## config.mk

```make
export PLATFORM = sky130hd
export DESIGN_NAME = keyword_file_byte_lexer_core
export DESIGN_NICKNAME = d
export VERILOG_FILES = /design/src/rtl/kfbl_pkg.sv /design/src/rtl/kfbl_step.sv /design/src/rtl/keyword_file_byte_lexer_core.sv
export SDC_FILE = /design/constraint.sdc
export NUM_CORES = 1
export LEC_CHECK = 0
export BUFFER_PORTS_ARGS = -buffer_cell sky130_fd_sc_hd__clkbuf_2
export CAP_MARGIN = 20
export CORE_MARGIN = 2
export CORE_UTILIZATION = 60
export CTS_CLUSTER_DIAMETER = 40
export DETAILED_ROUTE_END_ITERATION = 12
export PLACE_DENSITY = 0.78
export SLEW_MARGIN = 30
export SYNTH_ARGS = -nofsm -noshare
export SYNTH_HDL_FRONTEND = slang
export SYNTH_HIERARCHICAL = 1
export SYNTH_SLANG_ARGS = --single-unit
```

## constraint.sdc

```tcl
create_clock -name clk -period 2.8 [get_ports clk]
set_input_delay 0.14 -clock clk [delete_from_list [all_inputs] [get_ports clk]]
set_output_delay 0.14 -clock clk [all_outputs]
set_load 0.005 [all_outputs]
```

## src/rtl/kfbl_pkg.sv

```systemverilog
// ----------------------------------------------------------------------------
// kfbl_pkg: shared types and constants for the keyword file byte lexer
// Holds the payload structs, token and lexer state codes and character codes.
// ----------------------------------------------------------------------------
package kfbl_pkg;

  localparam int LINE_BITS = 24;

  // character codes
  localparam logic [7:0] CH_NEWLINE  = 8'h0a;
  localparam logic [7:0] CH_TAB      = 8'h09;
  localparam logic [7:0] CH_VT       = 8'h0b;
  localparam logic [7:0] CH_FF       = 8'h0c;
  localparam logic [7:0] CH_CR       = 8'h0d;
  localparam logic [7:0] CH_SPACE    = 8'h20;
  localparam logic [7:0] CH_DOLLAR   = 8'h24;
  localparam logic [7:0] CH_ASTERISK = 8'h2a;
  localparam logic [7:0] CH_PLUS     = 8'h2b;
  localparam logic [7:0] CH_COMMA    = 8'h2c;
  localparam logic [7:0] CH_MINUS    = 8'h2d;
  localparam logic [7:0] CH_DOT      = 8'h2e;
  localparam logic [7:0] CH_ZERO     = 8'h30;
  localparam logic [7:0] CH_NINE     = 8'h39;
  localparam logic [7:0] CH_UPPER_E  = 8'h45;
  localparam logic [7:0] CH_LOWER_E  = 8'h65;

  typedef enum logic [2:0] {
    TOK_SPACE    = 3'd0,
    TOK_NEWLINE  = 3'd1,
    TOK_COMMA    = 3'd2,
    TOK_ASTERISK = 3'd3,
    TOK_WORD     = 3'd4,
    TOK_NUMBER   = 3'd5,
    TOK_END      = 3'd6,
    TOK_COMMENT  = 3'd7
  } tok_kind_t;

  typedef enum logic [2:0] {
    OPEN_NONE    = 3'd0,
    OPEN_SPACE   = 3'd1,
    OPEN_WORD    = 3'd2,
    OPEN_NUMBER  = 3'd3,
    OPEN_COMMENT = 3'd4
  } open_kind_t;

  typedef enum logic [2:0] {
    NUM_INTEGER  = 3'd0,
    NUM_FRACTION = 3'd1,
    NUM_MARK     = 3'd2,
    NUM_SIGN     = 3'd3,
    NUM_EXPONENT = 3'd4
  } num_phase_t;

  typedef struct packed {
    logic [7:0] text_byte;
    logic       end_of_input;
  } in_item_t;

  typedef struct packed {
    tok_kind_t              token_kind;
    logic                   token_start;
    logic [LINE_BITS-1:0]   line_number;
  } out_item_t;

  typedef struct packed {
    logic                 at_line_start;
    open_kind_t           open_kind;
    num_phase_t           number_phase;
    logic [LINE_BITS-1:0] line_counter;
  } lex_state_t;

  localparam lex_state_t LEX_RESET = '{
    at_line_start: 1'b1,
    open_kind:     OPEN_NONE,
    number_phase:  NUM_INTEGER,
    line_counter:  LINE_BITS'(1)
  };

endpackage

```

## src/rtl/kfbl_step.sv

```systemverilog
// ----------------------------------------------------------------------------
// kfbl_step: per-byte lexer rule
// Combinational next state and result for one byte against the lexer state.
// ----------------------------------------------------------------------------
module kfbl_step import kfbl_pkg::*; (
  input  lex_state_t cur_state,
  input  in_item_t   item,
  output lex_state_t nxt_state,
  output out_item_t  result
);

  logic [7:0]           c;
  logic                 is_digit;
  logic                 is_run_space;
  logic                 is_start_space;
  logic                 is_exp;
  logic                 is_sign;
  logic                 num_takes;
  num_phase_t           num_phase_nxt;
  logic                 cont;
  logic [LINE_BITS-1:0] line_inc;

  assign c              = item.text_byte;
  assign is_digit       = (c >= CH_ZERO) && (c <= CH_NINE);
  assign is_start_space = (c == CH_SPACE) || (c == CH_TAB) || (c == CH_VT) || (c == CH_FF);
  assign is_run_space   = is_start_space || (c == CH_CR);
  assign is_exp         = (c == CH_LOWER_E) || (c == CH_UPPER_E);
  assign is_sign        = (c == CH_PLUS) || (c == CH_MINUS);
  assign line_inc       = (&cur_state.line_counter) ? cur_state.line_counter
                                                    : cur_state.line_counter + 1'b1;

  // number phase transitions
  always_comb begin
    num_takes     = 1'b0;
    num_phase_nxt = cur_state.number_phase;
    case (cur_state.number_phase)
      NUM_INTEGER: begin
        if (is_digit) begin
          num_takes = 1'b1;
        end else if (c == CH_DOT) begin
          num_takes = 1'b1; num_phase_nxt = NUM_FRACTION;
        end else if (is_exp) begin
          num_takes = 1'b1; num_phase_nxt = NUM_MARK;
        end else if (is_sign) begin
          num_takes = 1'b1; num_phase_nxt = NUM_SIGN;
        end
      end
      NUM_FRACTION: begin
        if (is_digit) begin
          num_takes = 1'b1;
        end else if (is_exp) begin
          num_takes = 1'b1; num_phase_nxt = NUM_MARK;
        end else if (is_sign) begin
          num_takes = 1'b1; num_phase_nxt = NUM_SIGN;
        end
      end
      NUM_MARK: begin
        if (is_sign) begin
          num_takes = 1'b1; num_phase_nxt = NUM_SIGN;
        end else if (is_digit) begin
          num_takes = 1'b1; num_phase_nxt = NUM_EXPONENT;
        end
      end
      NUM_SIGN, NUM_EXPONENT: begin
        if (is_digit) begin
          num_takes = 1'b1; num_phase_nxt = NUM_EXPONENT;
        end
      end
      default: begin
        num_takes = 1'b0;
      end
    endcase
  end

  always_comb begin
    nxt_state          = cur_state;
    result.token_kind  = TOK_WORD;
    result.token_start = 1'b0;
    result.line_number = cur_state.line_counter;
    cont               = 1'b0;

    if (item.end_of_input) begin
      // an open comment counts its line before the reset
      if (cur_state.open_kind == OPEN_COMMENT) begin
        result.line_number = line_inc;
      end
      result.token_kind  = TOK_END;
      result.token_start = 1'b1;
      nxt_state          = LEX_RESET;
    end else begin
      case (cur_state.open_kind)
        OPEN_COMMENT: begin
          cont              = 1'b1;
          result.token_kind = TOK_COMMENT;
          if (c == CH_NEWLINE) begin
            nxt_state.line_counter = line_inc;
            nxt_state.open_kind    = OPEN_NONE;
          end
        end
        OPEN_SPACE: begin
          if (is_run_space) begin
            cont              = 1'b1;
            result.token_kind = TOK_SPACE;
          end
        end
        OPEN_WORD: begin
          if ((c != CH_NEWLINE) && !is_run_space) begin
            cont              = 1'b1;
            result.token_kind = TOK_WORD;
          end
        end
        OPEN_NUMBER: begin
          if (num_takes) begin
            cont                   = 1'b1;
            result.token_kind      = TOK_NUMBER;
            nxt_state.number_phase = num_phase_nxt;
          end
        end
        default: begin
          cont = 1'b0;
        end
      endcase

      if (!cont) begin
        // byte begins a new token
        result.token_start  = 1'b1;
        nxt_state.open_kind = OPEN_NONE;
        if (c == CH_NEWLINE) begin
          result.token_kind       = TOK_NEWLINE;
          nxt_state.at_line_start = 1'b1;
          nxt_state.line_counter  = line_inc;
        end else if (cur_state.at_line_start && (c == CH_DOLLAR)) begin
          result.token_kind   = TOK_COMMENT;
          nxt_state.open_kind = OPEN_COMMENT;
        end else if (cur_state.at_line_start && (c == CH_ASTERISK)) begin
          result.token_kind       = TOK_ASTERISK;
          nxt_state.at_line_start = 1'b0;
        end else if (cur_state.at_line_start && (c == CH_COMMA)) begin
          result.token_kind = TOK_COMMA;
        end else if (is_start_space) begin
          result.token_kind       = TOK_SPACE;
          nxt_state.at_line_start = 1'b0;
          nxt_state.open_kind     = OPEN_SPACE;
        end else if (is_digit || (c == CH_MINUS)) begin
          // numbers leave the line start rules in force
          result.token_kind      = TOK_NUMBER;
          nxt_state.open_kind    = OPEN_NUMBER;
          nxt_state.number_phase = NUM_INTEGER;
        end else begin
          result.token_kind       = TOK_WORD;
          nxt_state.at_line_start = 1'b0;
          nxt_state.open_kind     = OPEN_WORD;
        end
      end
    end
  end

endmodule

```

## src/rtl/keyword_file_byte_lexer_core.sv

```systemverilog
// ----------------------------------------------------------------------------
// keyword_file_byte_lexer_core: byte lexer for keyword text files
// Labels each text byte with its token kind, token start and line number.
// ----------------------------------------------------------------------------
//  channel | ports                          | payload
//  --------+--------------------------------+----------------------------------
//  input   | in_valid, in_ready, in_data    | text_byte, end_of_input
//  result  | out_valid, out_ready, out_data | token_kind, token_start, line_number
//
//  one byte per cycle sustained while out_ready holds no result back; each byte goes:
//  input register, then the lexer rule into the result register
//  the lexer state advances when a byte moves from input to result register
//  rst_n clears the valid flags and the lexer state (line 1, line start)
//  a stalled result keeps one byte held in the input register
// ----------------------------------------------------------------------------
module keyword_file_byte_lexer_core import kfbl_pkg::*; (
  input  logic      clk,
  input  logic      rst_n,
  input  logic      in_valid,
  output logic      in_ready,
  input  in_item_t  in_data,
  output logic      out_valid,
  input  logic      out_ready,
  output out_item_t out_data
);

  logic       in_valid_r;
  in_item_t   in_item_r;
  logic       out_valid_r;
  out_item_t  out_item_r;
  lex_state_t state_r;
  lex_state_t state_nxt;
  out_item_t  result_nxt;
  logic       advance;

  kfbl_step u_step (
    .cur_state (state_r),
    .item      (in_item_r),
    .nxt_state (state_nxt),
    .result    (result_nxt)
  );

  assign advance   = in_valid_r && (!out_valid_r || out_ready);
  assign in_ready  = !in_valid_r || advance;
  assign out_valid = out_valid_r;
  assign out_data  = out_item_r;

  always_ff @(posedge clk) begin
    if (!rst_n) begin
      in_valid_r  <= 1'b0;
      out_valid_r <= 1'b0;
      state_r     <= LEX_RESET;
    end else begin
      if (in_ready) begin
        in_valid_r <= in_valid;
      end
      if (advance) begin
        out_valid_r <= 1'b1;
        state_r     <= state_nxt;
      end else if (out_ready) begin
        out_valid_r <= 1'b0;
      end
    end
  end

  always_ff @(posedge clk) begin
    if (in_valid && in_ready) begin
      in_item_r <= in_data;
    end
    if (advance) begin
      out_item_r <= result_nxt;
    end
  end

  // line counter starts at one and saturates, never wraps to zero
  a_line_nonzero: assert property (@(posedge clk) disable iff (!rst_n)
    state_r.line_counter != '0)
    else $error("line counter reached zero");

  // end of input returns the lexer to its reset state
  a_end_resets: assert property (@(posedge clk) disable iff (!rst_n)
    (advance && in_item_r.end_of_input) |=>
      (state_r.at_line_start && (state_r.open_kind == OPEN_NONE) &&
       (state_r.line_counter == LINE_BITS'(1))))
    else $error("lexer not reset after end of input");

  // the input side only stalls behind a held result
  a_stall_cause: assert property (@(posedge clk) disable iff (!rst_n)
    !in_ready |-> (in_valid_r && out_valid_r && !out_ready))
    else $error("input stalled without a held result");

  // a new result only appears from a byte that was waiting in the input register
  a_result_source: assert property (@(posedge clk) disable iff (!rst_n)
    $rose(out_valid_r) |-> $past(in_valid_r))
    else $error("result without a pending byte");

  // an end token always starts a token
  a_end_start: assert property (@(posedge clk) disable iff (!rst_n)
    (out_valid_r && (out_item_r.token_kind == TOK_END)) |-> out_item_r.token_start)
    else $error("end token without token start");

endmodule

```

Word level (Yosys, flattened, before mapping)
Cells that the tools add are included.
{"block": "op_classes", "add_sub_neg": 1, "order_cmp": 2, "eq_ne": 29, "n_mux": 58, "n_reduce_logical": 25}
{"op": "two-way mux 24 bit", "count": 6}
{"op": "two-way mux 3 bit", "count": 21}
{"op": "two-way mux 31 bit", "count": 2}
{"op": "equality test 8 x 6 -> 1 bit, second input constant", "count": 7}
{"op": "equality test 8 x 4 -> 1 bit, second input constant", "count": 5}
{"op": "adder 24 x 1 -> 24 bit, second input constant", "count": 1}
{"op": "AND reduction 24 bit", "count": 1}
{"op": "two-way mux 1 bit", "count": 20}
{"op": "equality test 8 x 7 -> 1 bit, second input constant", "count": 2}
{"op": "equality test 3 x 2 -> 1 bit, second input constant", "count": 4}
{"op": "two-way mux 6 bit", "count": 2}
{"op": "one-hot mux 3 bit (4 select lines)", "count": 1}
{"op": "logical OR 1 bit", "count": 9}
{"op": "inequality test 3 x 2 -> 1 bit, second input constant", "count": 3}
{"op": "one-hot mux 3 bit (3 select lines)", "count": 1}
{"op": ">= comparator 8 x 6 -> 1 bit, second input constant", "count": 1}
{"op": "less-or-equal comparator 8 x 6 -> 1 bit, second input constant", "count": 1}
{"op": "two-way mux 4 bit", "count": 2}
{"op": "inequality test 8 x 4 -> 1 bit, second input constant", "count": 1}
{"op": "one-hot mux 1 bit (4 select lines)", "count": 2}
{"op": "logical AND 1 bit", "count": 7}
{"op": "two-way mux 7 bit", "count": 1}
{"op": "equality test 3 x 1 -> 1 bit, second input constant", "count": 2}
{"op": "equality test 3 bit, second input constant", "count": 2}
{"op": "9 further kinds", "count": 11}
{"block": "word_totals", "regBits": 70, "in_bits": 13, "output_inout_bits": 30, "wordCells": 126}

Logic depth before layout (Yosys ltp)
{"block": "logic_depth", "depth_word": 17, "depth_mapped": 9, "ltp_nobuf": 9}

Hierarchy
The synthesis kept the hierarchy.
{"module": "keyword_file_byte_lexer_core", "instances": 1, "cells_each": 182, "area_each_um2": 2486.1, "seq_area_each_um2": 1771.7}
{"module": "kfbl_step", "instances": 1, "cells_each": 288, "area_each_um2": 1803.0, "seq_area_each_um2": 0.0}

Least setup slack after synthesis
No wires, ideal clock.
{"block": "synth_path", "path_type": "register to register", "startpoint": "register in_item_r[7] (netlist name)", "endpoint": "register out_item_r, in the netlist out_data[27] (data pin)", "setup_time_ns": 0.261, "arrival_ns": 1.858, "required_ns": 2.539, "path_slack_ns": 0.681, "stages_incl_launch_ff": 7, "n_path_buf": 0, "period_less_slack_ns": 2.119, "cell_sequence": "edfxtp_1 nor4b_2 a311oi_2 o22ai_2 a221oi_4 nand2_2 a221o_1"}
{"block": "synth_between", "elab_chain_cells": 11, "elab_cells_between_ends": 50, "cone_classes": "2 x order compare; 15 x eq/ne; 21 x mux; 12 x reduce/logical"}
{"element": "start, declared", "line_no": "keyword_file_byte_lexer_core.sv:28", "text": "in_item_t in_item_r;"}
{"element": "start signal, assigned", "line_no": "keyword_file_byte_lexer_core.sv:68", "text": "in_item_r <= in_data;"}
{"element": "branches (longest 10 deep; another with >= comparator 8 x 6 -> 1 bit)"}
{"element": "two-way mux 4 bit (*)", "line_no": "kfbl_step.sv:124", "text": "if (!cont) begin"}
{"element": "end signal, assigned", "line_no": "keyword_file_byte_lexer_core.sv:71", "text": "out_item_r <= result_nxt;"}
{"element": "end, declared", "line_no": "keyword_file_byte_lexer_core.sv:30", "text": "out_item_t out_item_r;"}
Mark *: on every way between the ends. The select of a mux whose other input is x is not followed.
A chain may end at the register's enable or synchronous reset.

==> run summary <==
After detailed routing, the average wire length per cell comes to 14.6 µm. The floorplan has 30 rows. Counting the fill cells in the layout gives 558. IR analysis of the VDD net gives a maximum drop of 289 µV. Kind of cell with the highest combined delay on the critical path: simple AND/OR/NAND/NOR gates.

Traced cell by cell, the critical path runs through nor3_1, nand3_1, a311oi_2, nand3_1, xor2_1, nor2_1, nand2_1, mux2i_1. The worst setup path is captured at a register. The standby leakage power was 1.65 nW; the worst reg-to-reg path cell count was 8.

The count of final hold-check violations was 0. The tree built by TritonCTS fans out to 70 sinks. Max-cap violations in this run came to 0.

The net count of the finished layout is 529. The flow ran to the end, and the final reports show no timing, DRC or antenna violations. The buffers inserted during post-CTS setup optimization came out at 0.

Among the stages of the critical path, the cell type that occurs most often is sky130_fd_sc_hd__nand3_1. The count of yosys warnings during synthesis was 6; the number of instances on the worst hold path was 3. The portion of synthesized area spent on multiplexers is 7.23%. Once detail routing completed, the nets flagged for antenna violations numbered 0. The tools report the via count of the first global-routing pass as 3166.

The worst register-to-register path begins at in_item_r[3]. At the pin with the least slew margin, the transition time is 541 ps. Entering global routing, the biggest net connects 37 pins.

Adder and majority cell fraction of the synthesized area: 0.292%. The die footprint was 0.00784 mm²; the count of boundary I/O pins was 43. Standard cell with the maximum stage delay on the critical path: sky130_fd_sc_hd__a311oi_2. For the number of detailed-routing iterations run before antenna repair, the log shows 5. Dividing the final minimum period by the clock period gives 90.1%. After Yosys synthesis, XOR and XNOR cells account for 8.58% of the synthesized area. The tools report the number of slew-limit violations in the final report as 0.

For the worst setup path, the data required time is 3080 ps. Summing over every cut layer, the via total after detailed routing is 3534. Launch point of the worst hold path: in_valid. The post-synthesis net count is 484.

The quantity of I/O buffers inserted on ports came out at 42. By count the netlist is led by sky130_fd_sc_hd__nand2_1, sky130_fd_sc_hd__nor2_1, sky130_fd_sc_hd__edfxtp_1, sky130_fd_sc_hd__dfxtp_1, sky130_fd_sc_hd__mux2i_1. The first global-routing pass estimated 14800 µm of wire.

Summing the areas of all and, or, nand and nor instances in the mapped netlist gives 27.2% of the synthesized area. Clock tree synthesis selected as its root buffer the cell sky130_fd_sc_hd__clkbuf_8. For the signal arrival time at the worst endpoint, the log shows 2800 ps. Leading cell type by number of instances after synthesis: sky130_fd_sc_hd__nand2_1. The minimum clock period works out to 2520 ps.

Of the synthesized area, sequential elements account for 41.3%. In the synthesized netlist the async set-or-reset flop fraction comes to 0%. The number of levels in the clock H-tree was 3. In the post-synthesis netlist, the biggest area contributors are sky130_fd_sc_hd__edfxtp_1, sky130_fd_sc_hd__dfxtp_1, sky130_fd_sc_hd__nand2_1, sky130_fd_sc_hd__mux2i_1, sky130_fd_sc_hd__xnor2_1.

The synthesized area divided by synthesized cell count was 9.13 µm²; the share of the synthesized area in the top cell type was 25.9%. In this run, the number of DRC markers left after iteration 0 of detailed routing was 214. The critical path is of the reg2reg type.

The worst register-to-register path ends at state_r[11]. The core region is 0.00687 mm². After clock tree synthesis, the clock-pin slew on the worst setup and hold paths is 80 ps.

The vertical die dimension is 88.6 µm, and the global placer's final weighted congestion is 0.846. Measured along the x axis, the die boundary spans 88.6 µm. The count of different cell masters after synthesis came out at 60. The design draws 2.00 mW. TritonCTS built the clock tree. Measured against its own limit, the worst slew margin works out to 63.6%. Once detailed placement completed, the half-perimeter wirelength came to 6300 µm. The critical path starts at in_item_r[3]. The synthesized netlist devotes 10.6% of its cell area to compound gates. STA classifies the critical path startpoint as a register. In this run, synthesis inferred 37 flip-flops with an integrated enable. Between clock sinks in the finished design, the worst skew comes to 10.4 ps. The maximum clock rate is 397 MHz. The register-to-register setup slack is 280 ps, and the layout overhead on the synthesized area is 11.3%. The number of vias per cell came out at 5.74. Setup repair after global routing left no endpoint under its margin. The run gives 0 as the initial antenna violation count. In this run the deepest clock path goes through 2 buffers. The layout cell share with drive strength beyond 1 is 16.9%. Clock tree synthesis inserted a total of 9 buffers.

Along the worst path, the maximum fanout reaches 12. After detailed routing, the total wire length is 8980 µm. Once the floorplan was initialized, standard cells occupied 62.4% of the core. In this run the power density over the cells is 419 mW/mm². Clock latency at the later pin of the worst-skew pair: 340 ps. After detailed routing, the number of remaining DRC violations is 0.

The cell type with the highest aggregate area in the netlist was sky130_fd_sc_hd__edfxtp_1. Counting both buffers and inverters, the worst setup path holds a total of 0. The path with the worst hold slack has its endpoint at in_valid_r. The prevailing post-synth register cell was sky130_fd_sc_hd__edfxtp_1.

The tightest min-delay check is of the in2reg type. The total global routing overflow is 0, and the total setup violations reported at the end of the flow is 0. 0 antenna diodes ended up in the layout.

For the cell area after synthesis, the log shows 0.00429 mm². The post-synthesis register bit count came out at 70. Adding up every negative setup slack in the final design gives 0 ps.

The overall routing resource usage came out at 24.2%. The run gives 470 as the gate count of the mapped netlist. After synthesis, the largest family of logic cells by area is simple AND/OR/NAND/NOR gates. The critical path's largest stage delay was 570 ps.
[placed cells by master, fill, tap and decap left out, types with 9 or more instances in the layout]
cell	Yosys	final
sky130_fd_sc_hd__mux2i_1	31	31
sky130_fd_sc_hd__dfxtp_1	33	33
sky130_fd_sc_hd__nand2_1	90	90
sky130_fd_sc_hd__nand3_1	26	26
sky130_fd_sc_hd__nand4_1	9	9
sky130_fd_sc_hd__nor2_1	43	43
sky130_fd_sc_hd__o21ai_0	12	12
sky130_fd_sc_hd__xnor2_1	21	21
sky130_fd_sc_hd__dlygate4sd3_1	0	9
sky130_fd_sc_hd__edfxtp_1	37	37
sky130_fd_sc_hd__nor3_1	15	15
sky130_fd_sc_hd__clkbuf_2	1	42
sky130_fd_sc_hd__xor2_1	21	21
sky130_fd_sc_hd__a21oi_1	14	14
sky130_fd_sc_hd__clkbuf_8	0	10
[stage by stage]
step / instances / area, µm² / util [%] / hold WS (ps) / worst slack, ps
after floorplan: 470 / 4290 / - / 239 / 681
after global placement: 591 / 4520 / 65.8 / 317 / 378
after detailed placement: 591 / 4520 / 65.8 / 319 / 337
after CTS: 616 / 4780 / 69.5 / 47.6 / 301
after global routing: 616 / 4780 / 69.5 / 58.7 / 16.8
final: 616 / 4780 / 69.5 / 52.3 / 278
[tightest hold or removal path: stages]
cell and delay, ps:
sky130_fd_sc_hd__clkbuf_2 90, sky130_fd_sc_hd__a21oi_1 40, sky130_fd_sc_hd__nor2b_1 90
[final cells by class]
| type | instances | area (µm²) | share of cell area (%) |
|---|---|---|---|
| Clock buffer | 12 | 145 | 3.04 |
| Tap cell | 96 | 120 | 2.52 |
| Multi-Input combinational cell | 366 | 2310 | 48.4 |
| Inverter | 9 | 33.8 | 0.707 |
| Timing Repair Buffer | 59 | 373 | 7.81 |
| Sequential cell | 70 | 1770 | 37.1 |
| Clock inverter | 4 | 22.5 | 0.472 |
[report_power, final]
| part | switching [mW] | internal, mW |
|---|---|---|
| combinational | 0.0915 | 0.0678 |
| sequential | 0.0216 | 1.10 |
| clock | 0.375 | 0.342 |
[per-layer routing]
layer	GRT usage [%]	part of all wire [%]	up-vias
li1	-	-	1749
met1	33.3	46	1657
met2	38.4	48	117
met5	0	0	-
met4	9.50	1.4	0
met3	4.10	4.9	11
[sequential cells by signal, summed over array words and instances, names as in the netlist]
| name | count |
|---|---|
| out_data | 28 |
| out_valid | 1 |
| state_r | 31 |
| in_valid_r | 1 |
| in_item_r | 9 |
[what timing repair did]
item                      CTS  global route
resized for setup           0             0
hold buffers                9             0
hold endpoints to repair    9             0
[cells by family after synthesis]
group	count (synthesis)
mux	31
compound gates	57
flops	70
simple gates	235
fa+ha+maj	1
buf+inv	34
xor+xnor	42
[how the worst max path moves through the flow]
stage	endpoint	cells after the start
floorplan	out_data[27]	6
finish	state_r[11]	8
global route	state_r[11]	8
CTS	state_r[30]	8
global placement	state_r[30]	8
detailed placement	state_r[30]	8
Power figures use the tool's default switching activity.
